$ cat config.mk
export PLATFORM = sky130hd
export DESIGN_NAME = bwvb_queue
export DESIGN_NICKNAME = d
export VERILOG_FILES = /design/src/rtl/bwvb_pkg.sv /design/src/rtl/bwvb_queue.sv
export SDC_FILE = /design/constraint.sdc
export NUM_CORES = 1
export LEC_CHECK = 0
export ABC_AREA = 0
export BUFFER_PORTS_ARGS = -buffer_cell sky130_fd_sc_hd__buf_2
export CAP_MARGIN = 30
export CORE_MARGIN = 4
export CORE_UTILIZATION = 40
export DETAILED_ROUTE_END_ITERATION = 12
export SLEW_MARGIN = 10
export SYNTH_ARGS = -nofsm -noshare
export SYNTH_HDL_FRONTEND = slang
export SYNTH_SLANG_ARGS = --single-unit
$ cat constraint.sdc
create_clock -name clk_i -period 4.2 [get_ports clk_i]
set_clock_uncertainty 0.1 [all_clocks]
set_input_delay 0.84 -clock clk_i [delete_from_list [all_inputs] [get_ports clk_i]]
set_output_delay 0.84 -clock clk_i [all_outputs]
set_load 0.02 [all_outputs]
$ cat src/rtl/bwvb_pkg.sv
// shared types and constants for the bilinear weighted view blend
package bwvb_pkg;

  localparam int unsigned FRAC_BITS    = 11;
  localparam int unsigned FRAC_W       = 11;
  localparam int unsigned K_W          = FRAC_BITS + 1;
  localparam logic [K_W-1:0] K_ONE     = K_W'(1) << FRAC_BITS;
  localparam int unsigned PIX_W        = 24;
  localparam int unsigned CH_W         = 8;
  localparam int unsigned NUM_CH       = 3;
  localparam int unsigned WGT_W        = 13;
  localparam int unsigned WV_W         = WGT_W + CH_W;
  localparam int unsigned LERP_W       = CH_W + K_W;
  localparam int unsigned VSUM_W       = LERP_W + K_W;
  localparam int unsigned INTERP_SHIFT = 2 * FRAC_BITS;
  localparam int unsigned CH_ACC_W     = 23;
  localparam int unsigned W_ACC_W      = 16;
  localparam int unsigned REM_W        = CH_ACC_W + 1;
  localparam int unsigned QUO_W        = CH_W;
  localparam logic [CH_W-1:0] CH_MAX   = {CH_W{1'b1}};

  // divider sequencer steps
  localparam int unsigned STEP_W             = 4;
  localparam logic [STEP_W-1:0] STEP_ROUND   = 4'd0;
  localparam logic [STEP_W-1:0] STEP_RANGE   = 4'd1;
  localparam logic [STEP_W-1:0] STEP_LAST    = 4'd9;

  typedef struct packed {
    logic                contribution_valid;
    logic [FRAC_W-1:0]   frac_x;
    logic [FRAC_W-1:0]   frac_y;
    logic [PIX_W-1:0]    pixel_top_left;
    logic [PIX_W-1:0]    pixel_top_right;
    logic [PIX_W-1:0]    pixel_bottom_left;
    logic [PIX_W-1:0]    pixel_bottom_right;
    logic [WGT_W-1:0]    blend_weight;
    logic                last_camera;
  } in_word_t;

  typedef struct packed {
    logic [CH_W-1:0] out_channel0;
    logic [CH_W-1:0] out_channel1;
    logic [CH_W-1:0] out_channel2;
    logic            no_coverage;
  } out_word_t;

  // one classified contribution handed from front to back
  typedef struct packed {
    logic                          contrib;
    logic                          last;
    logic [WGT_W-1:0]              weight;
    logic [NUM_CH-1:0][WV_W-1:0]   wval;
  } q_entry_t;

  typedef enum logic [1:0] {
    ST_ACC,
    ST_DIV,
    ST_EMIT
  } back_state_e;

endpackage

$ cat src/rtl/bwvb_queue.sv
// small first-in first-out queue between front and back
module bwvb_queue #(
  parameter int unsigned DEPTH = 4
) (
  input  logic               clk_i,
  input  logic               rst_ni,
  input  logic               push_i,
  input  bwvb_pkg::q_entry_t entry_i,
  input  logic               pop_i,
  output bwvb_pkg::q_entry_t entry_o,
  output logic               full_o,
  output logic               empty_o
);
  import bwvb_pkg::*;

  localparam int unsigned PTR_W = (DEPTH > 1) ? $clog2(DEPTH) : 1;
  localparam int unsigned CNT_W = $clog2(DEPTH + 1);
  localparam logic [PTR_W-1:0] PTR_LAST = PTR_W'(DEPTH - 1);

  q_entry_t          slot_q [DEPTH];
  logic [PTR_W-1:0]  wr_ptr_q, rd_ptr_q;
  logic [CNT_W-1:0]  count_q;

  assign full_o  = (count_q == CNT_W'(DEPTH));
  assign empty_o = (count_q == '0);
  assign entry_o = slot_q[rd_ptr_q];

  always_ff @(posedge clk_i or negedge rst_ni) begin
    if (!rst_ni) begin
      wr_ptr_q <= '0;
      rd_ptr_q <= '0;
      count_q  <= '0;
    end else begin
      if (push_i) begin
        wr_ptr_q <= (wr_ptr_q == PTR_LAST) ? '0 : wr_ptr_q + 1'b1;
      end
      if (pop_i) begin
        rd_ptr_q <= (rd_ptr_q == PTR_LAST) ? '0 : rd_ptr_q + 1'b1;
      end
      if (push_i && !pop_i) begin
        count_q <= count_q + 1'b1;
      end else if (pop_i && !push_i) begin
        count_q <= count_q - 1'b1;
      end
    end
  end

  always_ff @(posedge clk_i) begin
    if (push_i) begin
      slot_q[wr_ptr_q] <= entry_i;
    end
  end

endmodule

==> flow_metrics.env <==
export IMPL_status="complete, no violations"
export IMPL_syn_to_final_growth_pct=19.5
export IMPL_synth_avg_cell_area_um2=26.4
export IMPL_start_util=0.407
export IMPL_ctsResizeCount=0
export IMPL_htreeDepth=2
export IMPL_grt_pass1_vias=6008
export IMPL_grt_overflow_total=0
export IMPL_gr_usage_all_layers=0.139
export IMPL_pin_count=162
export IMPL_clock_sinks=319
export IMPL_grt_max_degree=51
export IMPL_chipHeight_um=179
export IMPL_period_minus_slack_ps=3450
export IMPL_ant_nets=0
export IMPL_gp_congestion=0.685
export IMPL_clockBufferDepth=3
export IMPL_crit_required_ps=3260
export IMPL_power_mw=9.96
export IMPL_synth_seq_cells=319
export IMPL_critPathKind="reg -> out"
export IMPL_ys_warn_count=0
export IMPL_cts_hold_buf=0
export IMPL_dpl_hpwl_um=13500
export IMPL_dieArea_mm2=0.0322
export IMPL_tightestPinTransition_ps=824
export IMPL_first_iter_violations=360
export IMPL_cp_start_kind="register"
export IMPL_setup_tns_ps=0
export IMPL_hp_class="in -> async"
export IMPL_crit_slowest_cell="dfrtp_4"
export IMPL_clkLatencyLatePin_ps=490
export IMPL_rows=62
export IMPL_cp_arrival_ps=2510
export IMPL_drc=0
export IMPL_rsz0062_at_grt="no"
export IMPL_cts_tree="built"
export IMPL_antenna_found_initial=2
export IMPL_syn_inst=445
export IMPL_power_density_mw_per_mm2=709
export IMPL_p_leak_nw=4.79
export IMPL_yosysSeqAreaShare=0.812
export IMPL_path_clk_slew_ps=60
export IMPL_max_slew_margin=0.450
export IMPL_vias=5205
export IMPL_path_delay_family="flip-flops"
export IMPL_detail_route_wirelength_um=22400
export IMPL_cts_root_buf="clkbuf_16"
export IMPL_cp_max_fo=29
export IMPL_cap_violations=0
export IMPL_setup_viol=0
export IMPL_max_freq_mhz=290
export IMPL_cp_cell_sequence="buf_4 > mux4_2 > buf_2"
export IMPL_cp_end_kind="output pin"
export IMPL_fillerInstances=2376
export IMPL_cp_slowest_stage_delay_ps=830
export IMPL_post_drt_via_cell_ratio=4.98
export IMPL_maxSlewViolCount=0
export IMPL_netlist_area_mm2=0.0118
export IMPL_cts_buffers=35
export IMPL_critical_path_buf_inv_count=2
export IMPL_die_x_um=179
export IMPL_whs_ps=81.6
export IMPL_grt_pass1_wl_um=34900
export IMPL_reg2reg_from="wr_ptr_q[1]"
export IMPL_peakVddDrop_mv=0.418
export IMPL_nNetsFinal=724
export IMPL_layout_drive_gt1_share=0.455
export IMPL_crit_start="rd_ptr_q[0]"
export IMPL_core_region_area_mm2=0.0289
export IMPL_ys_types=20
export IMPL_synth_nets=534
export IMPL_timing_final_crit_share=0.821
export IMPL_numPortBuffers=161
export IMPL_final_core_util=0.487
export IMPL_cts_setup_buffers=0
export IMPL_drt_pass1_iterations=4
export IMPL_wl_per_cell_um=21.4
export IMPL_hold_viol=0
[power by group]
group / total, mW / internal [mW] / switching (mW)
sequential: 4.37 / 4.09 / 0.280
clock: 2.87 / 1.74 / 1.13
combinational: 2.73 / 1.15 / 1.58
total: 9.96 / 6.98 / 2.98
[cells in the final DEF, fill, tap and decap left out]
master     count
nand2_1        2
clkinv_1       5
diode_2        1
dfrtp_1        5
o21ai_0        2
mux2_2         2
clkbuf_16     37
inv_6          1
xnor2_1        1
buf_2        161
nor2_1         2
clkbuf_1      14
fa_1           1
nor3b_1        1
buf_4          7
inv_1          4
buf_12         3
bufinv_16      2
clkinv_2       3
nor3_1         2
edfxtp_1     312
a21o_1         1
mux4_2        78
and2_4         4
clkinv_4       1
ha_1           6
dfrtp_4        2
xor2_1         2
[path summary, 6_finish.rpt]
| check | endpoint | slack (ps) | cells past startpoint |
|---|---|---|---|
| max reg2reg | slot_q[1][51] | 2020 | 4 |
| max | entry_o[14] | 750 | 3 |
| min in group clk_i | count_q[2] | 390 | 1 |
| max in group asynchronous | rd_ptr_q[0] | 3720 | 1 |
| min reg2reg | count_q[2] | 390 | 1 |
| min | count_q[2] | 80 | 1 |
[worst register-to-register path, cell delays in order (launching register included)]
cell and delay, ps:
dfrtp_1 400, inv_1 110, ha_1 150, and2_4 680, buf_4 410
[layout make-up]
cell class	count	area, um2	area share
clock buffer	51	978	0.0697
multi-input combinational	104	1990	0.141
inverter	4	15.0	0.00107
tap	384	480	0.0342
antenna	1	2.50	0.000178
timing repair buffer	171	918	0.0654
clock inverter	12	111	0.00793
sequential	319	9550	0.680
[cell usage after synthesis]
cell | count | share of area
nor2_1 | 2 | 0.00064
a21o_1 | 1 | 0.00064
dfrtp_1 | 7 | 0.015
and2_1 | 4 | 0.0021
o21ai_0 | 2 | 0.00085
xor2_1 | 2 | 0.0015
nor3_1 | 2 | 0.00085
buf_4 | 1 | 0.00064
buf_6 | 1 | 0.00096
edfxtp_1 | 312 | 0.80
xnor2_1 | 1 | 0.00075
nor3b_1 | 1 | 0.00064
buf_2 | 8 | 0.0034
mux4_2 | 78 | 0.15
mux2_2 | 2 | 0.0019
inv_1 | 4 | 0.0013
ha_1 | 6 | 0.0064
nand2_1 | 2 | 0.00064
fa_1 | 1 | 0.0017
buf_12 | 8 | 0.014
[state kept, by name, summed over array words and instances (netlist names)]
register,count
rd_ptr_q,2
wr_ptr_q,2
count_q,3
slot_q,312
[per-stage QoR]
step	area (um2)	setup slack, ps	std cells
final	14000	751	1046
after global routing	14000	526	1046
after CTS	14000	657	1045
after detailed placement	13000	1210	982
after global placement	13000	1200	982
after floorplan	11800	997	445
[per-layer routing]
metal | part of all wire | up-vias | track usage | wire length, um
met1 | 0.40 | 2730 | 0.171 | 8870
met2 | 0.53 | 138 | 0.243 | 11900
met4 | 0.022 | 2 | 0.0488 | 484
met3 | 0.051 | 33 | 0.0305 | 1150
met5 | 0.00058 | - | 0 | 13
li1 | - | 2302 | - | -
[kinds of logic (layout without fill, tap and decap cells)]
family,after synthesis,count (layout),share of synthesized area
other cells,0,1,0
mux,80,80,0.151
fa+ha+maj,7,7,0.00809
compound gates,3,3,0.00149
xor+xnor,3,3,0.00224
buf+inv,22,238,0.0199
flops,319,319,0.812
simple gates,11,11,0.00490
Power figures use the tool's default switching activity.
