===== config.mk =====
export PLATFORM = sky130hd
export DESIGN_NAME = bwvb_back
export DESIGN_NICKNAME = d
export VERILOG_FILES = /design/src/rtl/bwvb_pkg.sv /design/src/rtl/bwvb_back.sv
export SDC_FILE = /design/constraint.sdc
export NUM_CORES = 1
export LEC_CHECK = 0
export ABC_AREA = 0
export BUFFER_PORTS_ARGS = -buffer_cell sky130_fd_sc_hd__buf_4
export CORE_ASPECT_RATIO = 1.25
export CORE_MARGIN = 2
export CORE_UTILIZATION = 46
export DETAILED_ROUTE_END_ITERATION = 12
export GPL_ROUTABILITY_DRIVEN = 0
export SETUP_SLACK_MARGIN = 0.4
export SLEW_MARGIN = 20
export SYNTH_ARGS = -nofsm -noshare
export SYNTH_HDL_FRONTEND = slang
export SYNTH_SLANG_ARGS = --single-unit
export TNS_END_PERCENT = 30

===== constraint.sdc =====
create_clock -name clk_i -period 6 [get_ports clk_i]
set_clock_uncertainty 0.1 [all_clocks]
set_input_delay 0.3 -clock clk_i [delete_from_list [all_inputs] [get_ports clk_i]]
set_output_delay 0.3 -clock clk_i [all_outputs]
set_load 0.02 [all_outputs]

===== src/rtl/bwvb_pkg.sv =====
// shared types and constants for the bilinear weighted view blend
package bwvb_pkg;

  localparam int unsigned FRAC_BITS    = 11;
  localparam int unsigned FRAC_W       = 11;
  localparam int unsigned K_W          = FRAC_BITS + 1;
  localparam logic [K_W-1:0] K_ONE     = K_W'(1) << FRAC_BITS;
  localparam int unsigned PIX_W        = 24;
  localparam int unsigned CH_W         = 8;
  localparam int unsigned NUM_CH       = 3;
  localparam int unsigned WGT_W        = 13;
  localparam int unsigned WV_W         = WGT_W + CH_W;
  localparam int unsigned LERP_W       = CH_W + K_W;
  localparam int unsigned VSUM_W       = LERP_W + K_W;
  localparam int unsigned INTERP_SHIFT = 2 * FRAC_BITS;
  localparam int unsigned CH_ACC_W     = 23;
  localparam int unsigned W_ACC_W      = 16;
  localparam int unsigned REM_W        = CH_ACC_W + 1;
  localparam int unsigned QUO_W        = CH_W;
  localparam logic [CH_W-1:0] CH_MAX   = {CH_W{1'b1}};

  // divider sequencer steps
  localparam int unsigned STEP_W             = 4;
  localparam logic [STEP_W-1:0] STEP_ROUND   = 4'd0;
  localparam logic [STEP_W-1:0] STEP_RANGE   = 4'd1;
  localparam logic [STEP_W-1:0] STEP_LAST    = 4'd9;

  typedef struct packed {
    logic                contribution_valid;
    logic [FRAC_W-1:0]   frac_x;
    logic [FRAC_W-1:0]   frac_y;
    logic [PIX_W-1:0]    pixel_top_left;
    logic [PIX_W-1:0]    pixel_top_right;
    logic [PIX_W-1:0]    pixel_bottom_left;
    logic [PIX_W-1:0]    pixel_bottom_right;
    logic [WGT_W-1:0]    blend_weight;
    logic                last_camera;
  } in_word_t;

  typedef struct packed {
    logic [CH_W-1:0] out_channel0;
    logic [CH_W-1:0] out_channel1;
    logic [CH_W-1:0] out_channel2;
    logic            no_coverage;
  } out_word_t;

  // one classified contribution handed from front to back
  typedef struct packed {
    logic                          contrib;
    logic                          last;
    logic [WGT_W-1:0]              weight;
    logic [NUM_CH-1:0][WV_W-1:0]   wval;
  } q_entry_t;

  typedef enum logic [1:0] {
    ST_ACC,
    ST_DIV,
    ST_EMIT
  } back_state_e;

endpackage


===== src/rtl/bwvb_back.sv =====
// back end: saturating accumulation and rounded per-pixel division
module bwvb_back (
  input  logic                clk_i,
  input  logic                rst_ni,
  input  logic                q_empty_i,
  input  bwvb_pkg::q_entry_t  q_entry_i,
  output logic                q_pop_o,
  output logic                out_valid_o,
  input  logic                out_stall_i,
  output bwvb_pkg::out_word_t out_word_o
);
  import bwvb_pkg::*;

  back_state_e state_q, state_d;

  logic [NUM_CH-1:0][CH_ACC_W-1:0] acc_q, acc_next;
  logic [W_ACC_W-1:0]              wacc_q, wacc_next;
  logic [NUM_CH-1:0][CH_ACC_W:0]   acc_sum;
  logic [W_ACC_W:0]                wacc_sum;

  logic [NUM_CH-1:0][REM_W-1:0]    rem_q;
  logic [NUM_CH-1:0][QUO_W-1:0]    quo_q;
  logic [NUM_CH-1:0]               sat_q;
  logic [W_ACC_W-1:0]              den_q;
  logic [REM_W-1:0]                dsh_q;
  logic [STEP_W-1:0]               step_q;
  logic                            zero_q;

  logic                            out_valid_q;
  out_word_t                       out_q;
  logic                            out_free;
  logic                            pop_last;
  logic [NUM_CH-1:0][CH_W-1:0]     ch_res;

  assign out_free    = !out_valid_q || !out_stall_i;
  assign out_valid_o = out_valid_q;
  assign out_word_o  = out_q;

  // saturating accumulate of the word at the queue head
  always_comb begin
    for (int c = 0; c < NUM_CH; c++) begin
      acc_sum[c]  = (CH_ACC_W + 1)'(acc_q[c]) + (CH_ACC_W + 1)'(q_entry_i.wval[c]);
      acc_next[c] = acc_q[c];
      if (q_entry_i.contrib) begin
        acc_next[c] = acc_sum[c][CH_ACC_W] ? {CH_ACC_W{1'b1}} : acc_sum[c][CH_ACC_W-1:0];
      end
    end
    wacc_sum  = (W_ACC_W + 1)'(wacc_q) + (W_ACC_W + 1)'(q_entry_i.weight);
    wacc_next = wacc_q;
    if (q_entry_i.contrib) begin
      wacc_next = wacc_sum[W_ACC_W] ? {W_ACC_W{1'b1}} : wacc_sum[W_ACC_W-1:0];
    end
  end

  // next state
  always_comb begin
    state_d = state_q;
    case (state_q)
      ST_ACC: begin
        if (!q_empty_i && q_entry_i.last) begin
          state_d = (wacc_next == '0) ? ST_EMIT : ST_DIV;
        end
      end
      ST_DIV: begin
        if (step_q == STEP_LAST) begin
          state_d = ST_EMIT;
        end
      end
      ST_EMIT: begin
        if (out_free) begin
          state_d = ST_ACC;
        end
      end
      default: state_d = ST_ACC;
    endcase
  end

  // state outputs
  always_comb begin
    q_pop_o = 1'b0;
    case (state_q)
      ST_ACC:  q_pop_o = !q_empty_i;
      ST_DIV:  q_pop_o = 1'b0;
      ST_EMIT: q_pop_o = 1'b0;
      default: q_pop_o = 1'b0;
    endcase
  end

  assign pop_last = q_pop_o && q_entry_i.last;

  always_comb begin
    for (int c = 0; c < NUM_CH; c++) begin
      ch_res[c] = zero_q ? '0 : (sat_q[c] ? CH_MAX : quo_q[c]);
    end
  end

  always_ff @(posedge clk_i or negedge rst_ni) begin
    if (!rst_ni) begin
      state_q     <= ST_ACC;
      acc_q       <= '0;
      wacc_q      <= '0;
      step_q      <= '0;
      out_valid_q <= 1'b0;
    end else begin
      state_q <= state_d;
      if (q_pop_o) begin
        if (q_entry_i.last) begin
          acc_q  <= '0;
          wacc_q <= '0;
        end else begin
          acc_q  <= acc_next;
          wacc_q <= wacc_next;
        end
      end
      if (pop_last) begin
        step_q <= STEP_ROUND;
      end else if (state_q == ST_DIV) begin
        step_q <= step_q + 1'b1;
      end
      if (state_q == ST_EMIT && out_free) begin
        out_valid_q <= 1'b1;
      end else if (!out_stall_i) begin
        out_valid_q <= 1'b0;
      end
    end
  end

  // divider lanes: round bias, range check, then eight restoring steps
  always_ff @(posedge clk_i) begin
    if (pop_last) begin
      for (int c = 0; c < NUM_CH; c++) begin
        rem_q[c] <= REM_W'(acc_next[c]);
        quo_q[c] <= '0;
      end
      den_q  <= wacc_next;
      zero_q <= (wacc_next == '0);
    end else if (state_q == ST_DIV) begin
      if (step_q == STEP_ROUND) begin
        for (int c = 0; c < NUM_CH; c++) begin
          rem_q[c] <= rem_q[c] + REM_W'(den_q >> 1);
        end
        dsh_q <= {den_q, {QUO_W{1'b0}}};
      end else if (step_q == STEP_RANGE) begin
        // quotient above the channel range saturates
        for (int c = 0; c < NUM_CH; c++) begin
          sat_q[c] <= (rem_q[c] >= dsh_q);
        end
        dsh_q <= dsh_q >> 1;
      end else begin
        for (int c = 0; c < NUM_CH; c++) begin
          if (rem_q[c] >= dsh_q) begin
            rem_q[c] <= rem_q[c] - dsh_q;
            quo_q[c] <= {quo_q[c][QUO_W-2:0], 1'b1};
          end else begin
            quo_q[c] <= {quo_q[c][QUO_W-2:0], 1'b0};
          end
        end
        dsh_q <= dsh_q >> 1;
      end
    end
  end

  always_ff @(posedge clk_i) begin
    if (state_q == ST_EMIT && out_free) begin
      out_q.out_channel0 <= ch_res[0];
      out_q.out_channel1 <= ch_res[1];
      out_q.out_channel2 <= ch_res[2];
      out_q.no_coverage  <= zero_q;
    end
  end

endmodule


==> results.yml <==
run_status:
  status: "finished clean"
pwr:
  combinationalPowerShare_pct: 65.8
  leakagePower_nw: 10.2
  power_mw: 16.4
  seqPwrFrac_pct: 22.7
  p_sw_share_pct: 48.5
  peakVddDrop_v: 0.000303
  cellPowerDensity_mw_per_mm2: 700
  p_int_mw: 8.46
  pwr-share-clk_pct: 11.5
  switchingPower_mw: 7.96
worst_setup_path:
  critPathMaxFanout: 23
  crit_path_start_kind: "flop"
  reg2regPathDepth: 13
  reg2reg_from: "dsh_q[0]"
  worst-setup-path-type: "flop to flop"
  ff2ff_setup_slack_ps: 1670
  r2r-end: "rem_q[26]"
  endpoint_kind: "flop"
  required_ps: 5990
  cp_data_arrival_time_ps: 4330
route:
  drc_errors: 0
  vias: 19100
  via_per_inst: 6.13
  wl_per_cell_um: 21.6
  dr.first_iter.drc_count: 1410
  firstDrtPassIters: 5
  wirelength_um: 67200
  ant_nets: 0
job:
  max_cap_violations: 0
synth:
  synth_edf_count: 138
  synth_compound_area_share_pct: 26.6
  syn_area_per_cell_um2: 8.62
  syn-num-nets: 2735
  yosys.area_share.adder_pct: 12.6
  yosys_warnings: 0
  synth-xor-area-share_pct: 7.23
  yosys-top-cells-area: "edfxtp_1 20%, ha_1 12%, dfrtp_1 11%"
  synth_top_family_by_area: "compound AO/OA/AOI/OAI gates"
  syn_inst: 2447
  yosysTopAreaCellShare_pct: 19.7
  synth_cell_types: 94
  synth-simple-area-share_pct: 16.8
  synth_seq_area_share_pct: 33.1
  syn_area_mm2: 0.0211
  yosys-mux-area-fraction_pct: 0.522
  synth_common_cells: "241 x a21oi_1, 241 x nand2_1, 238 x nor2_1, 197 x o21ai_0, 196 x ha_1"
  yosysTopAreaCell: "edfxtp_1"
  synth-async-reset-ratio_pct: 35.8
  ys.flop_type: "edfxtp_1"
  ys_ff_latch: 257
clocking:
  cts_buffers: 29
  clk_pin_slew_ps: 70
  clockBufferDepth: 3
  clk_latency_ps: 600
  h-tree-depth: 1
  clock_sinks: 257
  tritoncts: "yes"
  root_buffer: "clkbuf_16"
sta:
  rsz0062_at_grt: "false"
  post-route-min-period_ps: 4330
  fin_ws_ps: 1670
  timing.final.max_slew_violations: 0
  finalSetupViolCount: 0
  worst_slew_pin_slew_ps: 1140
  relSlewSlack_pct: 23.8
  tns_ps: 0
  hold_viol_final: 0
  period_share_pct: 72.2
  achievable-frequency_ghz: 0.231
floorplan:
  dieWidth_um: 195
  core_area_mm2: 0.0452
  row_count: 87
  dieArea_mm2: 0.0476
  die_h_um: 243
  ios: 109
  initial_utilization_pct: 46.7
place:
  hpwlAfterDp_um: 50400
  dp_slack_ps: 1700
  numPortBuffers: 108
  placedCellCount: 3062
finish:
  fin_nets: 2805
  fillCellCount: 4225
  syn_to_final_growth_pct: 11.3
  drive_gt1_share_pct: 9.29
  final_cells: 3119
worst_hold_path:
  hp-class: "primary input to flop"
  holdPathEnd: "acc_q[23]"
  hold_start: "q_entry_i[21]"
  whs_path_depth: 4
global_route:
  grt_pass1_wl_um: 105000
  grt_use_total_pct: 27.9
  grt_antenna_before_repair: 0
  grt_max_degree: 66
  grt-ovfl-total: 0
  grt_pass1_vias: 18600
## worst max path at each step
| stage | start | to | slack [ps] | cells past startpoint |
|---|---|---|---|---|
| 2_1_floorplan | rem_q[24] | rem_q[24] | 2490 | 14 |
| 3_3_place_gp | dsh_q[0] | rem_q[24] | 1840 | 13 |
| 3_5_place_dp | dsh_q[0] | rem_q[24] | 1700 | 13 |
| 4_1_cts | dsh_q[0] | rem_q[63] | 1690 | 11 |
| 5_1_grt | dsh_q[0] | rem_q[26] | 1360 | 13 |
| 6_report | dsh_q[0] | rem_q[26] | 1670 | 13 |
## power by group through the flow
| stage | clock [mW] | combinational (mW) | sequential (mW) |
|---|---|---|---|
| after detailed placement | 0 | 10.6 | 3.74 |
| final | 1.89 | 10.8 | 3.72 |
| after global routing | 1.99 | 12.0 | 3.81 |
| after floorplan | 0 | 8.27 | 3.45 |
| after global placement | 0 | 10.5 | 3.73 |
| after CTS | 1.92 | 10.7 | 3.71 |
## cell type report
class | count | area [um2] | share of cell area, %
multi-input cells | 2020 | 13500 | 57.4
flip-flops and latches | 257 | 6990 | 29.8
repair buffers | 132 | 996 | 4.25
clock buffers | 34 | 774 | 3.30
well taps | 578 | 723 | 3.08
inverters | 77 | 289 | 1.23
clock inverters | 20 | 214 | 0.912
diodes | 1 | 2.50 | 0.0107
## cells in the final DEF (no fill, tap or decap), drive strengths merged, types with 22 or more instances in the layout
cell type,instances
buf,130
edfxtp,138
a21oi,241
o22ai,43
xnor2,105
o21bai,23
dfrtp,92
ha,196
o21ai,210
nand2b,37
a31oi,28
o211ai,22
and3,38
dfxtp,27
nor2,238
o21a,29
inv,85
xor2,69
nand4,24
nor2b,35
nor3,50
clkbuf,34
a21o,98
nand3,39
nand2,242
## state kept, by name (all words and copies together) (netlist names)
| name | flops |
|---|---|
| wacc_q | 16 |
| out_word_o | 25 |
| step_q | 4 |
| acc_q | 69 |
| den_q | 16 |
| zero_q | 1 |
| state_q | 2 |
| rem_q | 72 |
| dsh_q | 24 |
| sat_q | 3 |
| quo_q | 24 |
| out_valid_o | 1 |
## through the flow
step	utilization [%]	area, um2	hold WS [ps]
2_1_floorplan	-	21100	-95.6
3_3_place_gp	49.7	22400	344
3_5_place_dp	49.7	22400	347
4_1_cts	51.9	23500	70.3
5_1_grt	51.9	23500	108
6_report	51.9	23500	98.9
## per-layer routing
layer | share of wire (%) | routed length (um) | vias to the layer above | GRT usage, %
li1 | - | - | 9197 | -
met1 | 44 | 29300 | 9170 | 36.4
met2 | 47 | 31300 | 604 | 46.8
met3 | 5.1 | 3450 | 157 | 3.09
met4 | 4.7 | 3190 | 0 | 12.7
met5 | 0 | 0 | - | 0
## timing repair
item	CTS	global route
setup buffers	0	0
gates resized for setup	0	0
hold endpoints to repair	60	0
hold buffers	2	0
## cells by family (layout without fill, tap and decap cells)
family	after synthesis	in the layout
other cells	0	1
xor+xnor	174	174
fa+ha+maj	206	206
mux	11	11
buf+inv	170	263
flops	257	257
compound gates	864	864
simple gates	765	765
## critical path, cell delays in order (launching register included)
cell and delay, ps:
edfxtp_1 460, ha_1 210, inv_1 50, fa_1 410
a21o_1 190, nand3_1 100, a31oi_1 160, o31ai_1 410
a21o_1 260, o41ai_1 130, a221oi_1 300, o21ai_0 200
o21ai_0 200, nand2_1 640
Power figures use the tool's default switching activity.
